`config.mk`:
```
export PLATFORM = sky130hd
export DESIGN_NAME = detection_anchor_generator
export DESIGN_NICKNAME = d
export VERILOG_FILES = /design/src/hdl/dag_pkg.sv /design/src/hdl/dag_datapath.sv /design/src/hdl/dag_ctrl.sv /design/src/hdl/dag_regs.sv /design/src/hdl/detection_anchor_generator.sv
export SDC_FILE = /design/constraint.sdc
export NUM_CORES = 2
export LEC_CHECK = 0
export BUFFER_PORTS_ARGS = -buffer_cell sky130_fd_sc_hd__buf_2
export CORE_ASPECT_RATIO = 1.25
export CORE_MARGIN = 10
export CORE_UTILIZATION = 50
export CTS_CLUSTER_SIZE = 10
export DETAILED_ROUTE_END_ITERATION = 12
export PLACE_DENSITY_LB_ADDON = 0.1
export SLEW_MARGIN = 10
export SYNTH_ARGS = -nofsm -noshare
export SYNTH_HDL_FRONTEND = slang
export SYNTH_SLANG_ARGS = --single-unit
```
`constraint.sdc`:
```
create_clock -name clk -period 15.1 [get_ports clk]
set_input_delay 3.02 -clock clk [delete_from_list [all_inputs] [get_ports clk]]
set_output_delay 3.02 -clock clk [all_outputs]
set_load 0.05 [all_outputs]
```
`src/hdl/dag_pkg.sv`:
```
// dag_pkg: shared types and constants for the detection anchor generator
// no dependencies
`default_nettype none
package dag_pkg;
	localparam int BASE_W = 11;
	localparam int RATIO_W = 12;
	localparam int SCALE_W = 16;
	localparam int COORD_W = 32;
	localparam int BOXNUM_W = 4;
	localparam int QUOT_W = 46;
	localparam int ROOT_W = 23;
	localparam int WID_W = 15;
	localparam int HGT_W = 19;

	localparam logic [2:0] REG_RATIO_COUNT = 3'd0;
	localparam logic [2:0] REG_SCALE_COUNT = 3'd1;
	localparam logic [2:0] REG_RATIO_A = 3'd2;
	localparam logic [2:0] REG_RATIO_B = 3'd3;
	localparam logic [2:0] REG_RATIO_C = 3'd4;
	localparam logic [2:0] REG_SCALE_A = 3'd5;
	localparam logic [2:0] REG_SCALE_B = 3'd6;
	localparam logic [2:0] REG_SCALE_C = 3'd7;

	typedef struct packed {
		logic load;
		logic div_start;
		logic sqrt_start;
		logic size_latch;
		logic emit;
	} dag_cmd_t;

	typedef struct packed {
		logic div_done;
		logic sqrt_done;
		logic mul_done;
	} dag_sts_t;
endpackage
`default_nettype wire

```
`src/hdl/dag_datapath.sv`:
```
// dag_datapath: shared iterative divider and square root, multiplier, box corners
// depends on dag_pkg
`default_nettype none
module dag_datapath (
	input wire logic clk,
	input wire logic arst_n,
	input wire dag_pkg::dag_cmd_t cmd,
	output dag_pkg::dag_sts_t sts,
	input wire logic [dag_pkg::BASE_W-1:0] base_q,
	input wire logic [dag_pkg::RATIO_W-1:0] ratio,
	input wire logic [dag_pkg::SCALE_W-1:0] scale,
	output logic [dag_pkg::COORD_W-1:0] left,
	output logic [dag_pkg::COORD_W-1:0] top,
	output logic [dag_pkg::COORD_W-1:0] right,
	output logic [dag_pkg::COORD_W-1:0] bottom
);
	import dag_pkg::*;

	logic [QUOT_W-1:0] num_q, quot_q, rem_q;
	logic [5:0] cnt_q;
	logic [1:0] mode_q;
	logic [QUOT_W+1:0] rv_q, rres_q;
	logic [QUOT_W+1:0] rbit_q;
	logic [WID_W-1:0] w_q;
	logic [HGT_W-1:0] h_q;
	logic [1:0] mstep_q;
	logic [WID_W+SCALE_W-1:0] px_q;
	logic [HGT_W+SCALE_W-1:0] py_q;
	logic [RATIO_W-1:0] r_eff;
	logic [QUOT_W:0] rem_sh;
	logic [QUOT_W+1:0] trial;
	logic [WID_W+RATIO_W:0] wr;
	logic signed [36:0] cen, hx, hy;

	assign r_eff = (ratio == '0) ? RATIO_W'(1) : ratio;
	assign rem_sh = {rem_q, num_q[QUOT_W-1]};
	assign trial = rres_q + rbit_q;
	assign wr = (WID_W+RATIO_W+1)'(w_q) * (WID_W+RATIO_W+1)'(r_eff);

	always_ff @(posedge clk or negedge arst_n) begin
		if (!arst_n) begin
			mode_q <= 2'd0;
			cnt_q <= '0;
			mstep_q <= '0;
		end else begin
			if (cmd.div_start) begin
				mode_q <= 2'd1;
				cnt_q <= 6'(QUOT_W);
			end else if (cmd.sqrt_start) begin
				mode_q <= 2'd2;
				cnt_q <= 6'(QUOT_W/2 + 1);
			end else if (mode_q != 2'd0) begin
				if (cnt_q == 6'd1) mode_q <= 2'd0;
				cnt_q <= cnt_q - 6'd1;
			end
			if (cmd.size_latch) mstep_q <= 2'd1;
			else if (mstep_q != 2'd0) mstep_q <= mstep_q + 2'd1;
		end
	end

	always_ff @(posedge clk) begin
		if (cmd.div_start) begin
			num_q <= QUOT_W'({22'(base_q) * 22'(base_q), 24'd0});
			rem_q <= '0;
			quot_q <= '0;
		end else if (cmd.sqrt_start) begin
			rv_q <= (QUOT_W+2)'(quot_q);
			rres_q <= '0;
			rbit_q <= (QUOT_W+2)'(1) << QUOT_W;
		end else if (mode_q == 2'd1) begin
			num_q <= num_q << 1;
			if (rem_sh >= (QUOT_W+1)'(r_eff)) begin
				rem_q <= QUOT_W'(rem_sh - (QUOT_W+1)'(r_eff));
				quot_q <= {quot_q[QUOT_W-2:0], 1'b1};
			end else begin
				rem_q <= rem_sh[QUOT_W-1:0];
				quot_q <= {quot_q[QUOT_W-2:0], 1'b0};
			end
		end else if (mode_q == 2'd2) begin
			if (rv_q >= trial) begin
				rv_q <= rv_q - trial;
				rres_q <= (rres_q >> 1) + rbit_q;
			end else begin
				rres_q <= rres_q >> 1;
			end
			rbit_q <= rbit_q >> 2;
		end
		if (cmd.size_latch) begin
			w_q <= WID_W'((rres_q[ROOT_W-1:7] + 16'd1) >> 1);
		end
		if (mstep_q == 2'd1) h_q <= HGT_W'((wr + 28'd128) >> 8);
		if (mstep_q == 2'd2) begin
			px_q <= (WID_W+SCALE_W)'(w_q) * (WID_W+SCALE_W)'(scale);
			py_q <= (HGT_W+SCALE_W)'(h_q) * (HGT_W+SCALE_W)'(scale);
		end
	end

	assign sts.div_done = (mode_q == 2'd1) && (cnt_q == 6'd1);
	assign sts.sqrt_done = (mode_q == 2'd2) && (cnt_q == 6'd1);
	assign sts.mul_done = (mstep_q == 2'd3);

	assign cen = 37'(base_q - 11'd1) * 37'sd256;
	assign hx = $signed(37'(px_q)) - 37'sd256;
	assign hy = $signed(37'(py_q)) - 37'sd256;

	function automatic logic [COORD_W-1:0] sat(input logic signed [36:0] v);
		if (v > 37'sh7FFFFFFF) return 32'h7FFFFFFF;
		if (v < -37'sh80000000) return 32'h80000000;
		return v[COORD_W-1:0];
	endfunction

	always_ff @(posedge clk) begin
		if (cmd.emit) begin
			left <= sat(cen - hx);
			right <= sat(cen + hx);
			top <= sat(cen - hy);
			bottom <= sat(cen + hy);
		end
	end
endmodule
`default_nettype wire

```
`src/hdl/dag_ctrl.sv`:
```
// dag_ctrl: sequencer over ratios and scales, output handshake
// depends on dag_pkg
`default_nettype none
module dag_ctrl #(
	parameter int MAX_RATIOS = 3,
	parameter int MAX_SCALES = 3
) (
	input wire logic clk,
	input wire logic arst_n,
	input wire logic in_valid,
	output logic in_ready,
	input wire logic [1:0] ratio_count,
	input wire logic [1:0] scale_count,
	output dag_pkg::dag_cmd_t cmd,
	input wire dag_pkg::dag_sts_t sts,
	output logic [1:0] ratio_step,
	output logic [1:0] scale_step,
	output logic out_valid,
	input wire logic out_ready,
	output logic [dag_pkg::BOXNUM_W-1:0] box_number,
	output logic final_box
);
	import dag_pkg::*;

	localparam logic [2:0] ST_IDLE = 3'd0;
	localparam logic [2:0] ST_DIV = 3'd1;
	localparam logic [2:0] ST_SQRT = 3'd2;
	localparam logic [2:0] ST_SIZE = 3'd3;
	localparam logic [2:0] ST_MUL = 3'd4;
	localparam logic [2:0] ST_OUT = 3'd5;
	localparam logic [2:0] ST_START = 3'd6;
	localparam logic [2:0] ST_ROOT = 3'd7;

	logic [2:0] state_q;
	logic [1:0] ri_q, si_q, nr_q, ns_q, nr_c, ns_c;
	logic last_s, last_r;

	always_comb begin
		nr_c = (ratio_count == 2'd0) ? 2'd1 : ratio_count;
		ns_c = (scale_count == 2'd0) ? 2'd1 : scale_count;
		if (nr_c > 2'(MAX_RATIOS)) nr_c = 2'(MAX_RATIOS);
		if (ns_c > 2'(MAX_SCALES)) ns_c = 2'(MAX_SCALES);
	end

	assign last_s = (si_q + 2'd1 == ns_q);
	assign last_r = (ri_q + 2'd1 == nr_q);
	assign in_ready = (state_q == ST_IDLE);
	assign out_valid = (state_q == ST_OUT);
	assign ratio_step = ri_q;
	assign scale_step = si_q;

	always_comb begin
		cmd = '0;
		cmd.load = in_valid && in_ready;
		cmd.div_start = (state_q == ST_START);
		cmd.sqrt_start = (state_q == ST_ROOT);
		cmd.size_latch = (state_q == ST_SIZE);
		cmd.emit = (state_q == ST_MUL) && sts.mul_done;
	end

	always_ff @(posedge clk or negedge arst_n) begin
		if (!arst_n) begin
			state_q <= ST_IDLE;
			ri_q <= '0;
			si_q <= '0;
			nr_q <= 2'd1;
			ns_q <= 2'd1;
			box_number <= '0;
			final_box <= 1'b0;
		end else begin
			unique case (state_q)
				ST_IDLE: if (cmd.load) begin
					ri_q <= '0;
					si_q <= '0;
					nr_q <= nr_c;
					ns_q <= ns_c;
					box_number <= '0;
					state_q <= ST_START;
				end
				ST_START: state_q <= ST_DIV;
				ST_DIV: if (sts.div_done) state_q <= ST_ROOT;
				ST_ROOT: state_q <= ST_SQRT;
				ST_SQRT: if (sts.sqrt_done) state_q <= ST_SIZE;
				ST_SIZE: state_q <= ST_MUL;
				ST_MUL: if (sts.mul_done) begin
					final_box <= last_s && last_r;
					state_q <= ST_OUT;
				end
				ST_OUT: if (out_ready) begin
					box_number <= box_number + 4'd1;
					if (!last_s) begin
						si_q <= si_q + 2'd1;
						state_q <= ST_SIZE;
					end else if (!last_r) begin
						si_q <= '0;
						ri_q <= ri_q + 2'd1;
						state_q <= ST_START;
					end else begin
						state_q <= ST_IDLE;
					end
				end
				default: state_q <= ST_IDLE;
			endcase
		end
	end
endmodule
`default_nettype wire

```
`src/hdl/dag_regs.sv`:
```
// dag_regs: APB register file for counts, ratios and scales
// depends on dag_pkg
`default_nettype none
module dag_regs (
	input wire logic clk,
	input wire logic arst_n,
	input wire logic psel,
	input wire logic penable,
	input wire logic pwrite,
	input wire logic [4:0] paddr,
	input wire logic [31:0] pwdata,
	output logic [31:0] prdata,
	input wire logic [1:0] ratio_sel,
	input wire logic [1:0] scale_sel,
	output logic [1:0] ratio_count,
	output logic [1:0] scale_count,
	output logic [dag_pkg::RATIO_W-1:0] ratio,
	output logic [dag_pkg::SCALE_W-1:0] scale
);
	import dag_pkg::*;

	logic [RATIO_W-1:0] ra_q, rb_q, rc_q;
	logic [SCALE_W-1:0] sa_q, sb_q, sc_q;
	logic [2:0] idx;

	assign idx = paddr[4:2];

	always_ff @(posedge clk or negedge arst_n) begin
		if (!arst_n) begin
			ratio_count <= 2'd3;
			scale_count <= 2'd3;
			ra_q <= 12'd128;
			rb_q <= 12'd256;
			rc_q <= 12'd512;
			sa_q <= 16'd2048;
			sb_q <= 16'd4096;
			sc_q <= 16'd8192;
		end else if (psel && penable && pwrite && paddr[1:0] == 2'd0) begin
			unique case (idx)
				REG_RATIO_COUNT: ratio_count <= pwdata[1:0];
				REG_SCALE_COUNT: scale_count <= pwdata[1:0];
				REG_RATIO_A: ra_q <= pwdata[RATIO_W-1:0];
				REG_RATIO_B: rb_q <= pwdata[RATIO_W-1:0];
				REG_RATIO_C: rc_q <= pwdata[RATIO_W-1:0];
				REG_SCALE_A: sa_q <= pwdata[SCALE_W-1:0];
				REG_SCALE_B: sb_q <= pwdata[SCALE_W-1:0];
				REG_SCALE_C: sc_q <= pwdata[SCALE_W-1:0];
				default: ;
			endcase
		end
	end

	always_comb begin
		unique case (idx)
			REG_RATIO_COUNT: prdata = 32'(ratio_count);
			REG_SCALE_COUNT: prdata = 32'(scale_count);
			REG_RATIO_A: prdata = 32'(ra_q);
			REG_RATIO_B: prdata = 32'(rb_q);
			REG_RATIO_C: prdata = 32'(rc_q);
			REG_SCALE_A: prdata = 32'(sa_q);
			REG_SCALE_B: prdata = 32'(sb_q);
			REG_SCALE_C: prdata = 32'(sc_q);
			default: prdata = '0;
		endcase
		unique case (ratio_sel)
			2'd0: ratio = ra_q;
			2'd1: ratio = rb_q;
			default: ratio = rc_q;
		endcase
		unique case (scale_sel)
			2'd0: scale = sa_q;
			2'd1: scale = sb_q;
			default: scale = sc_q;
		endcase
	end
endmodule
`default_nettype wire

```
`src/hdl/detection_anchor_generator.sv`:
```
// detection_anchor_generator: top level, anchor boxes for one base size per transaction
// depends on dag_pkg, dag_regs, dag_ctrl, dag_datapath
//
// s_axis takes one base size per transaction (tdata bits 10:0). m_axis gives
// ratio_count * scale_count boxes, ratio outer and scale inner, with tlast on
// the final box. Registers are to be written over the APB port while idle; the
// block itself does not enforce this. Per ratio a shared iterative unit runs a
// 46-step restoring division and a 24-step square root, each launched from its
// own state; each box then takes the SIZE and MUL states for multiplies and
// corner forming, plus the output handshake.
// A full run gives at most nine boxes. One base size is worked at a time: after
// the last box the sequencer returns to idle, and s_axis_tready stays low until
// the last box is taken.
// When m_axis_tready is low the box holds and the sequencer waits.
// Reset restores the default ratios 0.5, 1, 2 and scales 8, 16, 32 and
// returns the sequencer to idle.
`default_nettype none
module detection_anchor_generator #(
	parameter int MAX_RATIOS = 3,
	parameter int MAX_SCALES = 3
) (
	input wire logic clk,
	input wire logic arst_n,
	input wire logic s_axis_tvalid,
	output logic s_axis_tready,
	input wire logic [15:0] s_axis_tdata, // box side
	output logic m_axis_tvalid,
	input wire logic m_axis_tready,
	output logic [135:0] m_axis_tdata, // left, top, right, bottom, box_number
	output logic m_axis_tlast, // final_box
	input wire logic psel,
	input wire logic penable,
	input wire logic pwrite,
	input wire logic [4:0] paddr,
	input wire logic [31:0] pwdata,
	output logic [31:0] prdata,
	output logic pready
);
	import dag_pkg::*;

	dag_cmd_t cmd;
	dag_sts_t sts;
	logic [1:0] ratio_count, scale_count, ratio_step, scale_step;
	logic [RATIO_W-1:0] ratio;
	logic [SCALE_W-1:0] scale;
	logic [BASE_W-1:0] base_q;
	logic [COORD_W-1:0] left, top, right, bottom;
	logic [BOXNUM_W-1:0] box_number;

	assign pready = 1'b1;

	always_ff @(posedge clk) begin
		if (cmd.load) base_q <= (s_axis_tdata[BASE_W-1:0] == '0) ? BASE_W'(1)
			: s_axis_tdata[BASE_W-1:0];
	end

	dag_regs u_regs (
		.clk, .arst_n, .psel, .penable, .pwrite, .paddr, .pwdata, .prdata,
		.ratio_sel(ratio_step), .scale_sel(scale_step),
		.ratio_count, .scale_count, .ratio, .scale
	);

	dag_ctrl #(.MAX_RATIOS(MAX_RATIOS), .MAX_SCALES(MAX_SCALES)) u_ctrl (
		.clk, .arst_n, .in_valid(s_axis_tvalid), .in_ready(s_axis_tready),
		.ratio_count, .scale_count, .cmd, .sts, .ratio_step, .scale_step,
		.out_valid(m_axis_tvalid), .out_ready(m_axis_tready),
		.box_number, .final_box(m_axis_tlast)
	);

	dag_datapath u_dp (
		.clk, .arst_n, .cmd, .sts, .base_q, .ratio, .scale,
		.left, .top, .right, .bottom
	);

	assign m_axis_tdata = {4'd0, box_number, bottom, right, top, left};
endmodule
`default_nettype wire

```
==> out/results.ini <==
[route]
viasPerCell=5.50
drt_iter0_drc=2677
routed_wl_um=154000
ant_nets=0
vias=47500
routedWlPerCell_um=17.8
drc=0
dr.pass1.iters=5

[layout]
syn_to_final_growth_pct=7.25
final_cells=8642
final_nets=8206
fillers=11600
drive_above_1_share_pct=7.49
diodes=0
postLayoutCoreUtil_pct=54.1

[logic_synthesis]
netlist_top_cells_area=fa_1 (19%), edfxtp_1 (18%), ha_1 (11%)
synth_area_leader_cell=fa_1
synth_ff_type=edfxtp_1
async_flop_share_pct=19.4
synth_cells=6967
synth_commonest_cells=nand2_1 (962), inv_1 (890), fa_1 (613), ha_1 (561), a21oi_1 (400)
syn_avg_cell_area_um2=9.06
ys_seq_elements=587
synth-edff-count=381
ys_seq_area_share_pct=25.6
yosysWarnings=0
yosysTopAreaCellShare_pct=19.4
ys_types=83
syn_area_um2=63100
yosysMostFrequentCell=nand2_1

[grt]
antenna_found_initial=2
grt_overflow=0
grt_pass1_vias=49800
grt_pass1_wl_um=256000
grt_max_degree=85
grt_usage_pct=22.1

[critical_path]
rrSetupSlack_ps=5370
required_ps=15520
r2r-end=u_dp.h_q[18]
critPathMaxStageDelay_ps=740
crit_slowest_cell=o41ai_1
reg2reg_from=u_ctrl.ratio_step[0]
crit_top_cell=fa_1
crit_type=reg2reg
setup.worst_path.start_class=flip-flop
crit_path_end_kind=flip-flop
r2r_cells=29
crit_arrival_ps=10150
crit_fanout=17

[clock_network]
cts_resized=0
cts_buffer_depth=3
h-tree-depth=3
cts_setup_buffers=0
clk_pin_slew_worst_paths_ps=60
cts_tree=built
worstSkewPairLatency_ps=690
cts_buffers=74
cts-root-buf=clkbuf_16
clock_sinks=587
ctsHoldBuffers=0

[power]
total_power_mw=5.05
worst_ir_drop_vdd_mv=0.0961
power_leakage_nw=32.1
powerDensity_nw_per_um2=74.7

[sta]
hold_viol_final=0
timing.final.crit_share_pct=64.4
setup_tns_ps=0
worstMarginPinSlew_ps=1240
period_needed_ps=9730
max-slew-margin-rel_pct=17.2
timing.fmax_ghz=0.103
rsz0062_at_grt=no
drv_slew=0
worst_slack_ps=5370
skew_ps=37.6
setup_viol=0

[worst_hold_path]
hp-class=reg2reg
hp-start=u_dp.quot_q[45]
hold_path_end=u_dp.quot_q[45]
hold_path_depth=2

[floorplan]
die_x_um=338
rows=145
core_um2=125000
die-area_um2=141000
start_util_pct=50.4
die_h_um=417
num_io_pins=232

[job]
drv_cap=0

[placement]
dp.cells=8513
dpl_worst_slack_ps=5350
gp_congestion=0.891
port_buffers=189
dp_hpwl_um=115000

[outcome]
status=complete, no violations

==> cells in the final DEF (no fill, tap or decap), types with 103 or more instances in the layout <==
master,netlist,routed
fa_1,613,613
and2_1,375,375
xnor2_1,277,277
nand2_1,962,961
mux2_2,103,103
nor3_1,114,112
a21oi_1,400,398
edfxtp_1,381,381
o21ai_0,248,247
inv_1,890,890
xor2_1,162,162
buf_2,0,188
ha_1,561,560
nor2_1,385,382
==> worst max path at each step <==
| stage | startpoint | to | slack, ps | cells past startpoint |
|---|---|---|---|---|
| 2_1_floorplan | u_ctrl.state_q[1] | u_ctrl.final_box | 4410 | 3 |
| 3_3_place_gp | u_ctrl.ratio_step[0] | u_dp.h_q[18] | 5510 | 29 |
| 3_5_place_dp | u_ctrl.ratio_step[0] | u_dp.h_q[18] | 5350 | 29 |
| 4_1_cts | u_ctrl.ratio_step[0] | u_dp.h_q[18] | 5310 | 29 |
| 5_1_grt | u_ctrl.ratio_step[0] | u_dp.h_q[18] | 4710 | 29 |
| 6_report | u_ctrl.ratio_step[0] | u_dp.h_q[18] | 5370 | 29 |
==> worst max-delay path, delay by kind of cell (launching register included) <==
kind / cells / cell delay [ps]
AOI/OAI and AO/OA: 8 / 2770
and+or+nand+nor: 8 / 2350
DFF: 1 / 430
buffers and inverters: 5 / 500
adders and majority gates: 7 / 3320
xor gates and xnor gates: 1 / 80
==> registers in the layout, summed over array words and instances (netlist names), 32 cells and up <==
| name | count |
|---|---|
| u_dp.left | 32 |
| u_dp.rv_q | 48 |
| u_dp.quot_q | 46 |
| u_dp.rem_q | 46 |
| u_dp.py_q | 35 |
| u_dp.bottom | 32 |
| u_dp.rres_q | 48 |
| u_dp.right | 32 |
| u_dp.top | 32 |
==> cell type report <==
cell class / instances / area, um^2 / share of cell area [%]
Timing Repair Buffer: 258 / 1470 / 2.17
Multi-Input combinational cell: 5158 / 42400 / 62.6
Tap cell: 1617 / 2020 / 2.99
Sequential cell: 587 / 16200 / 23.9
Clock buffer: 111 / 2080 / 3.08
Clock inverter: 18 / 231 / 0.342
Inverter: 893 / 3350 / 4.95
==> cell families after synthesis <==
kind of cell / Yosys count / synth area share, %
flops: 587 / 25.6
compound gates: 1138 / 11.1
buf+inv: 1243 / 7.55
mux: 131 / 2.32
fa+ha+maj: 1174 / 30.6
xor+xnor: 439 / 6.09
other cells: 2 / 0.0119
simple gates: 2253 / 16.8
==> layer usage <==
| layer | global-route usage, % | vias to the layer above | part of all wire (%) |
|---|---|---|---|
| li1 | - | 23000 | - |
| met1 | 27.8 | 23300 | 43 |
| met2 | 38.9 | 1032 | 49 |
| met3 | 2.73 | 242 | 4.7 |
| met4 | 7.03 | 4 | 2.8 |
| met5 | 0 | - | 0.014 |
==> where the power goes <==
group	internal, mW	switching, mW
logic	0.611	0.927
registers	1.77	0.0150
clock network	0.993	0.733
==> through the flow <==
step           hold WS (ps)  area [um^2]
2_1_floorplan           436        63200
3_3_place_gp            450        65400
3_5_place_dp            454        65400
4_1_cts                 461        67700
5_1_grt                 485        67700
6_report                460        67700
(Power assumes the default switching activity.)
